File: src/fnu_pkg.sv
// Package for the fuzzy norm unit: field widths, stream widths, family and command codes.
// Depends on nothing; imported by fnu_div_pipe, fuzzy_norm_unit and tb_fuzzy_norm_unit.
`default_nettype none

package fnu_pkg;

    // Default number of fraction bits in a grade (one = 2^FRAC_BITS)
    localparam int FNU_FRAC_BITS_DEF = 16;

    // Fixed field widths
    localparam int GRADE_W = 17;
    localparam int CMD_W   = 2;
    localparam int FAM_W   = 3;

    // Stream widths, padded to whole bytes
    localparam int S_TDATA_W = 40;
    localparam int M_TDATA_W = 24;

    // Operator family held in the configuration register
    typedef enum logic [FAM_W-1:0] {
        FAM_ZADEH     = 3'd0,
        FAM_HAMACHER  = 3'd1,
        FAM_ALGEBRAIC = 3'd2,
        FAM_EINSTEIN  = 3'd3,
        FAM_BOUNDED   = 3'd4,
        FAM_DRASTIC   = 3'd5
    } family_t;

    // Per-item command
    typedef enum logic [CMD_W-1:0] {
        CMD_TNORM      = 2'd0,
        CMD_SNORM      = 2'd1,
        CMD_COMPLEMENT = 2'd2
    } cmd_t;

endpackage : fnu_pkg

`default_nettype wire

File: src/fnu_div_pipe.sv
// Pipelined fractional divider for the fuzzy norm unit: one quotient bit per stage,
// then a select stage that picks the quotient or the precomputed direct result.
// Depends on fnu_pkg.
`default_nettype none

module fnu_div_pipe #(
    parameter int FRAC_BITS = fnu_pkg::FNU_FRAC_BITS_DEF
) (
    input  wire logic                   clk,
    input  wire logic                   rst_n,
    input  wire logic                   in_valid,
    output logic                        in_ready,
    input  wire logic                   in_use_div,
    input  wire logic [FRAC_BITS+1:0]   in_rem,
    input  wire logic [FRAC_BITS+1:0]   in_den,
    input  wire logic [FRAC_BITS:0]     in_direct,
    output logic                        out_valid,
    input  wire logic                   out_ready,
    output logic [FRAC_BITS:0]          out_result
);
    import fnu_pkg::*;

    localparam int DW = FRAC_BITS + 2;
    localparam int RW = FRAC_BITS + 1;
    localparam int NS = FRAC_BITS;

    logic              v_reg   [NS+1];
    logic              en      [NS+1];
    logic [DW-1:0]     rem_reg [NS];
    logic [DW-1:0]     den_reg [NS];
    logic [NS-1:0]     q_reg   [NS];
    logic [RW-1:0]     dir_reg [NS];
    logic              use_reg [NS];
    logic [RW-1:0]     res_reg;

    assign in_ready = en[0];

    // One restoring division step per stage
    for (genvar j = 0; j < NS; j++) begin : g_step
        logic          src_valid;
        logic          src_use;
        logic [DW-1:0] src_rem;
        logic [DW-1:0] src_den;
        logic [NS-1:0] src_q;
        logic [RW-1:0] src_dir;
        logic [DW:0]   r2;
        logic [DW:0]   diff;
        logic          ge;
        logic [DW-1:0] rem_next;
        logic [NS-1:0] q_next;

        if (j == 0) begin : g_first
            assign src_valid = in_valid;
            assign src_use   = in_use_div;
            assign src_rem   = in_rem;
            assign src_den   = in_den;
            assign src_q     = '0;
            assign src_dir   = in_direct;
        end
        else begin : g_rest
            assign src_valid = v_reg[j-1];
            assign src_use   = use_reg[j-1];
            assign src_rem   = rem_reg[j-1];
            assign src_den   = den_reg[j-1];
            assign src_q     = q_reg[j-1];
            assign src_dir   = dir_reg[j-1];
        end

        // Shift remainder, subtract divisor where it fits
        assign r2       = {src_rem, 1'b0};
        assign diff     = r2 - {1'b0, src_den};
        assign ge       = (r2 >= {1'b0, src_den});
        assign rem_next = ge ? diff[DW-1:0] : r2[DW-1:0];
        assign q_next   = {src_q[NS-2:0], ge};

        // Advance when empty or when the next stage advances
        assign en[j] = !v_reg[j] || en[j+1];

        always_ff @(posedge clk or negedge rst_n)
        begin
            if (!rst_n)
            begin
                v_reg[j] <= 1'b0;
            end
            else if (en[j])
            begin
                v_reg[j] <= src_valid;
            end
        end

        always_ff @(posedge clk)
        begin
            if (en[j] && src_valid)
            begin
                rem_reg[j] <= rem_next;
                den_reg[j] <= src_den;
                q_reg[j]   <= q_next;
                dir_reg[j] <= src_dir;
                use_reg[j] <= src_use;
            end
        end
    end

    // Select stage: quotient or direct result
    assign en[NS] = !v_reg[NS] || out_ready;

    always_ff @(posedge clk or negedge rst_n)
    begin
        if (!rst_n)
        begin
            v_reg[NS] <= 1'b0;
        end
        else if (en[NS])
        begin
            v_reg[NS] <= v_reg[NS-1];
        end
    end

    always_ff @(posedge clk)
    begin
        if (en[NS] && v_reg[NS-1])
        begin
            res_reg <= use_reg[NS-1] ? {1'b0, q_reg[NS-1]} : dir_reg[NS-1];
        end
    end

    assign out_valid  = v_reg[NS];
    assign out_result = res_reg;

endmodule : fnu_div_pipe

`default_nettype wire

File: src/fuzzy_norm_unit.sv
// Fuzzy t-norm / s-norm / complement unit, top level.
// Throughput one item per cycle while the result side does not stall (m_axis_tready high).
// Stages: clamp, multiply, decode, then one divider stage per fraction bit and a select stage.
// The fractional divider sets the depth; a full pipeline holds FRAC_BITS + 4 items.
// Reset (rst_n, asynchronous, active low) empties the pipeline and sets the family to Zadeh.
// Depends on fnu_pkg and fnu_div_pipe.
`default_nettype none

module fuzzy_norm_unit #(
    parameter int FRAC_BITS = fnu_pkg::FNU_FRAC_BITS_DEF
) (
    input  wire logic                           clk,
    input  wire logic                           rst_n,
    // Configuration write: norm_family
    input  wire logic                           cfg_valid,
    output logic                                cfg_ready,
    input  wire logic [fnu_pkg::FAM_W-1:0]      cfg_data,
    // Input items
    input  wire logic                           s_axis_tvalid,
    output logic                                s_axis_tready,
    // [16:0] grade_a, [33:17] grade_b, [39:34] zero
    input  wire logic [fnu_pkg::S_TDATA_W-1:0]  s_axis_tdata,
    // [1:0] cmd
    input  wire logic [fnu_pkg::CMD_W-1:0]      s_axis_tuser,
    // Result items
    output logic                                m_axis_tvalid,
    input  wire logic                           m_axis_tready,
    // [16:0] grade_out, [23:17] zero
    output logic [fnu_pkg::M_TDATA_W-1:0]       m_axis_tdata
);
    import fnu_pkg::*;

    localparam int MW = (FRAC_BITS > GRADE_W) ? FRAC_BITS : GRADE_W;
    localparam int NW = MW + 3;
    localparam int DW = FRAC_BITS + 2;
    localparam int RW = FRAC_BITS + 1;
    localparam logic signed [NW-1:0] ONE_S = {{(NW-1){1'b0}}, 1'b1} << FRAC_BITS;

    // Configuration register, always ready
    logic [FAM_W-1:0] fam_reg;

    assign cfg_ready = 1'b1;

    always_ff @(posedge clk or negedge rst_n)
    begin
        if (!rst_n)
        begin
            fam_reg <= FAM_ZADEH;
        end
        else if (cfg_valid)
        begin
            fam_reg <= cfg_data;
        end
    end

    // Pipeline flow control
    logic en1, en2, en3;
    logic v1_reg, v2_reg, v3_reg;
    logic div_in_ready;

    assign en3           = !v3_reg || div_in_ready;
    assign en2           = !v2_reg || en3;
    assign en1           = !v1_reg || en2;
    assign s_axis_tready = en1;

    // Stage 1: clamp grades to one
    logic [GRADE_W-1:0] a_in, b_in;
    logic [NW-1:0]      a_w, b_w, a_c, b_c;
    logic [GRADE_W-1:0] a1_reg, b1_reg;
    logic [CMD_W-1:0]   cmd1_reg;
    logic [FAM_W-1:0]   fam1_reg;

    assign a_in = s_axis_tdata[GRADE_W-1:0];
    assign b_in = s_axis_tdata[2*GRADE_W-1:GRADE_W];
    assign a_w  = NW'(a_in);
    assign b_w  = NW'(b_in);
    assign a_c  = (a_w > ONE_S) ? ONE_S : a_w;
    assign b_c  = (b_w > ONE_S) ? ONE_S : b_w;

    always_ff @(posedge clk or negedge rst_n)
    begin
        if (!rst_n)
        begin
            v1_reg <= 1'b0;
        end
        else if (en1)
        begin
            v1_reg <= s_axis_tvalid;
        end
    end

    always_ff @(posedge clk)
    begin
        if (en1 && s_axis_tvalid)
        begin
            a1_reg   <= a_c[GRADE_W-1:0];
            b1_reg   <= b_c[GRADE_W-1:0];
            cmd1_reg <= s_axis_tuser;
            fam1_reg <= fam_reg;
        end
    end

    // Stage 2: truncated product
    logic [2*GRADE_W-1:0] prod;
    logic [2*GRADE_W-1:0] prod_sh;
    logic [GRADE_W-1:0]   a2_reg, b2_reg, p2_reg;
    logic [CMD_W-1:0]     cmd2_reg;
    logic [FAM_W-1:0]     fam2_reg;

    assign prod    = a1_reg * b1_reg;
    assign prod_sh = prod >> FRAC_BITS;

    always_ff @(posedge clk or negedge rst_n)
    begin
        if (!rst_n)
        begin
            v2_reg <= 1'b0;
        end
        else if (en2)
        begin
            v2_reg <= v1_reg;
        end
    end

    always_ff @(posedge clk)
    begin
        if (en2 && v1_reg)
        begin
            a2_reg   <= a1_reg;
            b2_reg   <= b1_reg;
            p2_reg   <= prod_sh[GRADE_W-1:0];
            cmd2_reg <= cmd1_reg;
            fam2_reg <= fam1_reg;
        end
    end

    // Stage 3: decode the operator into a direct result or a division
    logic signed [NW-1:0] a_s, b_s, p_s, sum_s;
    logic signed [NW-1:0] num_s, den_s, val_s, dir_s;
    logic                 req;
    logic                 use_next;
    logic [NW-1:0]        rem_w, den_w, dir_w;
    logic                 use3_reg;
    logic [DW-1:0]        rem3_reg, den3_reg;
    logic [RW-1:0]        dir3_reg;

    assign a_s   = $signed(NW'(a2_reg));
    assign b_s   = $signed(NW'(b2_reg));
    assign p_s   = $signed(NW'(p2_reg));
    assign sum_s = a_s + b_s;

    always_comb
    begin
        req   = 1'b0;
        num_s = '0;
        den_s = ONE_S;
        val_s = '0;
        case (cmd2_reg)
            CMD_TNORM:
            begin
                case (fam2_reg)
                    FAM_HAMACHER:
                    begin
                        if ((sum_s - p_s) <= 0)
                        begin
                            val_s = '0;
                        end
                        else
                        begin
                            req   = 1'b1;
                            num_s = p_s;
                            den_s = sum_s - p_s;
                        end
                    end
                    FAM_ALGEBRAIC:
                    begin
                        val_s = p_s;
                    end
                    FAM_EINSTEIN:
                    begin
                        req   = 1'b1;
                        num_s = p_s;
                        den_s = (ONE_S <<< 1) - (sum_s - p_s);
                    end
                    FAM_BOUNDED:
                    begin
                        val_s = ((sum_s - ONE_S) < 0) ? '0 : (sum_s - ONE_S);
                    end
                    FAM_DRASTIC:
                    begin
                        if ((a_s < ONE_S) && (b_s < ONE_S))
                        begin
                            val_s = '0;
                        end
                        else
                        begin
                            val_s = (a_s < b_s) ? a_s : b_s;
                        end
                    end
                    default:
                    begin
                        val_s = (a_s < b_s) ? a_s : b_s;
                    end
                endcase
            end
            CMD_SNORM:
            begin
                case (fam2_reg)
                    FAM_HAMACHER:
                    begin
                        if ((ONE_S - p_s) <= 0)
                        begin
                            val_s = ONE_S;
                        end
                        else
                        begin
                            req   = 1'b1;
                            num_s = sum_s - (p_s <<< 1);
                            den_s = ONE_S - p_s;
                        end
                    end
                    FAM_ALGEBRAIC:
                    begin
                        val_s = sum_s - p_s;
                    end
                    FAM_EINSTEIN:
                    begin
                        req   = 1'b1;
                        num_s = sum_s;
                        den_s = ONE_S + p_s;
                    end
                    FAM_BOUNDED:
                    begin
                        val_s = (sum_s > ONE_S) ? ONE_S : sum_s;
                    end
                    FAM_DRASTIC:
                    begin
                        if ((a_s > 0) && (b_s > 0))
                        begin
                            val_s = ONE_S;
                        end
                        else
                        begin
                            val_s = (a_s > b_s) ? a_s : b_s;
                        end
                    end
                    default:
                    begin
                        val_s = (a_s > b_s) ? a_s : b_s;
                    end
                endcase
            end
            CMD_COMPLEMENT:
            begin
                val_s = ONE_S - a_s;
            end
            default:
            begin
                val_s = '0;
            end
        endcase
    end

    // Resolve trivial quotients (a quotient of one or more clamps to one); clamp direct values to zero..one
    always_comb
    begin
        use_next = 1'b0;
        dir_s    = '0;
        if (req)
        begin
            if (num_s <= 0)
            begin
                dir_s = '0;
            end
            else if (den_s <= 0)
            begin
                dir_s = ONE_S;
            end
            else if (num_s >= den_s)
            begin
                dir_s = ONE_S;
            end
            else
            begin
                use_next = 1'b1;
            end
        end
        else if (val_s < 0)
        begin
            dir_s = '0;
        end
        else if (val_s > ONE_S)
        begin
            dir_s = ONE_S;
        end
        else
        begin
            dir_s = val_s;
        end
    end

    assign rem_w = num_s;
    assign den_w = den_s;
    assign dir_w = dir_s;

    always_ff @(posedge clk or negedge rst_n)
    begin
        if (!rst_n)
        begin
            v3_reg <= 1'b0;
        end
        else if (en3)
        begin
            v3_reg <= v2_reg;
        end
    end

    always_ff @(posedge clk)
    begin
        if (en3 && v2_reg)
        begin
            use3_reg <= use_next;
            rem3_reg <= rem_w[DW-1:0];
            den3_reg <= den_w[DW-1:0];
            dir3_reg <= dir_w[RW-1:0];
        end
    end

    // Divider and select stages
    logic [RW-1:0]         div_result;
    logic [RW+GRADE_W-1:0] res_ext;

    fnu_div_pipe #(
        .FRAC_BITS (FRAC_BITS)
    ) u_div (
        .clk        (clk),
        .rst_n      (rst_n),
        .in_valid   (v3_reg),
        .in_ready   (div_in_ready),
        .in_use_div (use3_reg),
        .in_rem     (rem3_reg),
        .in_den     (den3_reg),
        .in_direct  (dir3_reg),
        .out_valid  (m_axis_tvalid),
        .out_ready  (m_axis_tready),
        .out_result (div_result)
    );

    // Fit the result to the 17-bit output field
    assign res_ext      = {{GRADE_W{1'b0}}, div_result};
    assign m_axis_tdata = {{(M_TDATA_W-GRADE_W){1'b0}}, res_ext[GRADE_W-1:0]};

endmodule : fuzzy_norm_unit

`default_nettype wire

File: config.mk
export PLATFORM = sky130hd
export DESIGN_NAME = fuzzy_norm_unit
export DESIGN_NICKNAME = d
export VERILOG_FILES = /design/src/fnu_pkg.sv /design/src/fnu_div_pipe.sv /design/src/fuzzy_norm_unit.sv
export SDC_FILE = /design/constraint.sdc
export NUM_CORES = 2
export LEC_CHECK = 0
export BUFFER_PORTS_ARGS = -buffer_cell sky130_fd_sc_hd__buf_2
export CORE_ASPECT_RATIO = 0.7
export CORE_MARGIN = 3
export CORE_UTILIZATION = 50
export CTS_CLUSTER_DIAMETER = 120
export DETAILED_ROUTE_END_ITERATION = 10
export GPL_TIMING_DRIVEN = 0
export PLACE_DENSITY = 0.64
export SYNTH_ARGS = -nofsm -noshare
export SYNTH_HDL_FRONTEND = slang
export SYNTH_SLANG_ARGS = --single-unit
File: constraint.sdc
create_clock -name clk -period 17.7 [get_ports clk]
set_input_delay 1.77 -clock clk [delete_from_list [all_inputs] [get_ports clk]]
set_output_delay 1.77 -clock clk [all_outputs]
set_load 0.01 [all_outputs]
==> metrics.md <==
| Metric | Value |
|---|---|
| Routed wire length | `167100 µm` |
| Area share of the largest cell type after synthesis | `0.5123` |
| Largest net degree at the start of global routing | `67` |
| DR pass1 iterations | `8` |
| DP Worst Slack | `7.595 ns` |
| Violated checks | `max-capacitance violations, max-slew violations` |
| Setup TNS | `0 ns` |
| Initial antenna violation count | `11` |
| Final GP Congestion | `around 0.96` |
| Worst EP arrival | `between 10 and 15 ns` |
| Nets@finish | `6656` |
| DP HPWL | `between 100000 and 150000 µm` |
| CTS sink cnt | `roughly 1200` |
| Synth area leader | `edfxtp_1` |
| Tmin final | `about 11 ns` |
| Hold_buf cts | `0` |
| Total power | `roughly 14 mW` |
| Final worst setup slack | `between 7 and 8 ns` |
| Tcrit/Tclk final | `0.5995` |
| Synth cell types | `84` |
| # H-tree levels | `3` |
| CP max stage delay | `0.93 ns` |
| Register area share after synthesis | `0.5210` |
| Global-route met3 utilization | `0.05737` |
| Dpl cell area | `about 0.069 mm²` |
| Clk_skew | `0.06410 ns` |
| Critical path required time | `18.13 ns` |
| Layout cells sized above 1 | `0.07113` |
| Chip Width | `roughly 440 µm` |
| Internal power | `8.020 mW` |
| # DRC | `0` |
| Aggregate global routing overflow | `0` |
| Yosys warning total | `0` |
| CTS max path bufs | `3` |
| Clock transition at path regs | `0.06 ns` |
| Post-synth ARST share | `0.01995` |
| Seq pwr share | `0.326` |
| Vias/cell | `around 5.6` |
| Met2 usage | `0.3490` |
| Highest ir drop seen on vdd | `0.4979 mV` |
| Tot GR Track Use | `0.2444` |
| Busiest grt layer | `met1` |
| PostCTS Resize Cnt | `0` |
| EDFF count, synth | `around 1100` |
| Fin cells | `just under 8000` |
| Worst-skew pair later-pin latency | `0.76 ns` |
| Final Setup Violations | `0` |
| Met1 GRT Util | `0.3747` |
| Critical path endpoint category | `register` |
| HP Class | `reg2reg` |
| Kind of critical path | `reg2reg` |
| Top-count cell post-synth | `edfxtp_1` |
| FMAX | `roughly 94 MHz` |
| CP Launch Type | `register` |
| Area added between synthesis and finish | `9.982%` |
| Final instance area | `0.07284 mm²` |
| # Post-CTS Setup Buffers | `0` |
| Post-Syn Area | `roughly 0.066 mm²` |
| Starting Density | `0.5046` |
| Pwr Density | `roughly 190 mW/mm²` |
| Slowest CP cell | `xor2_1` |
| Iter 0 DRT Violations | `roughly 4000` |
| Vert. Die Dim | `roughly 310 µm` |
| Synth area leaders | `edfxtp_1 (51%), ha_1 (9.1%), fa_1 (7.2%)` |
| Max-Cap Viols | `1` |
| P_leak | `a little under 30 nW` |
| P_sw | `roughly 5.5 mW` |
| Die area | `0.1369 mm²` |
| Final Hold Slack | `0.3772 ns` |
| Wire per inst | `21.63 µm` |
| Via count | `43447` |
| I/O pin cnt | `77` |
| Most used cell, CP | `a21o_1` |
| Synth cell count leaders | `edfxtp_1 (1130), inv_1 (750), nand2_1 (518)` |
| First-pass GRT wire length | `about 250000 µm` |
| Core Region | `around 0.13 mm²` |
| Logic pwr share | `0.498` |
| Clk root buf | `clkbuf_16` |
| Slew headroom | `-0.03525` |
| CTS tree | `done` |
| Sw Share | `0.4073` |
| RSZ-0062 raised after global routing | `false` |
| Syn avg cell area | `approximately 12 µm²` |
| Final core utilization | `0.5550` |
| Max reg flops | `272` |
| CTS buffer count | `~110` |
| Port bufs | `slightly above 60` |
| Worst Tran Pin Value | `between 1.5 and 2 ns` |
| Gate Count Post-Synth | `between 5000 and 6000` |
| Cell count after placement | `~7500` |
| Status | `complete, but fails checks` |
| Final hold viol count | `0` |
| Clock power share | `0.176` |
| Vias in the first global route | `42433` |
| FP Rows | `111` |
| Ys flop type | `edfxtp_1` |
| Post-synthesis register bit count | `1153` |
| Slew Viols, Final | `6` |
| Max Fanout on Critical Path | `10` |
| Final ANT Viol Nets | `0` |
area by class of cell:
type                    instances  area (µm²)
multi-input cells            3653       28440
well taps                    1751        2191
flip-flops and latches       1153       34510
plain buffers                 142       566.8
fillers                     11035       58400
clock inverters                73       888.4
diodes                          3       7.507
clock buffers                 127        2793
inverters                     751        2819
repair buffers                 76       623.1
final timing paths:
check / startpoint / end / slack (ns) / cells after the start
worst max-delay path: b2_reg[0] / dir3_reg[16] / 7.09 / 35
worst min-delay path: u_div.dir_reg[7][14] / u_div.dir_reg[8][14] / 0.38 / 0
worst max register to register: b2_reg[0] / dir3_reg[16] / 7.09 / 35
worst min register to register: u_div.dir_reg[7][14] / u_div.dir_reg[8][14] / 0.38 / 0
max in group asynchronous: rst_n / fam_reg[0] / 16.04 / 1
min in group asynchronous: rst_n / u_div.out_valid / 1.05 / 1
cell usage in the layout, fill, tap and decap left out, types with 40 or more instances in the layout:
cell | netlist | routed
a21boi_0 | 42 | 42
a21o_1 | 53 | 53
a21oi_1 | 225 | 224
and2_1 | 135 | 121
buf_2 | 3 | 65
clkbuf_1 | 130 | 146
clkbuf_16 | 0 | 107
edfxtp_1 | 1130 | 1130
fa_1 | 239 | 239
ha_1 | 483 | 483
inv_1 | 750 | 750
mux2_2 | 101 | 101
nand2_1 | 518 | 518
nand2b_1 | 98 | 98
nand3_1 | 62 | 62
nand4_1 | 67 | 67
nor2_1 | 287 | 287
nor2b_1 | 97 | 92
nor3_1 | 110 | 110
nor4_1 | 40 | 40
o21a_1 | 40 | 40
o21ai_0 | 288 | 288
o31ai_1 | 67 | 67
xnor2_1 | 163 | 162
xor2_1 | 89 | 89
critical path, delay by kind of cell, from the launching register on:
family                     cells  cell delay [ns]
AOI/OAI and AO/OA             16             3.61
xor gates and xnor gates       2             1.46
adders and majority gates      4             1.45
buffers and inverters          4             1.01
DFF                            1             0.49
muxes                          1             0.18
and+or+nand+nor                8             2.09
power groups by stage:
stage / clock network, mW / logic (mW) / registers (mW)
final: 2.38 / 6.75 / 4.41
after global routing: 2.55 / 7.55 / 4.46
after CTS: 2.44 / 6.69 / 4.41
after detailed placement: 0 / 6.60 / 4.46
after global placement: 0 / 6.48 / 4.48
after floorplan: 0 / 4.71 / 4.27
layer usage:
layer,part of all wire,routed length [µm]
met5,0.00025,42
met4,0.026,4304
met3,0.085,14170
met2,0.42,69640
met1,0.47,78990
cells by family (layout without fill, tap and decap cells):
family,Yosys count,count (layout),share of synthesized area
AO/OA/AOI/OAI,976,976,0.09378
XOR/XNOR,252,252,0.03333
adder cells (fa/ha/maj),722,722,0.1635
buffers and inverters,893,1169,0.05112
flip-flops,1153,1153,0.5210
multiplexers,126,126,0.02095
other,2,11,0.0001134
AND/OR/NAND/NOR,1569,1569,0.1162
Note: power is estimated with default switching activity, not from simulation.
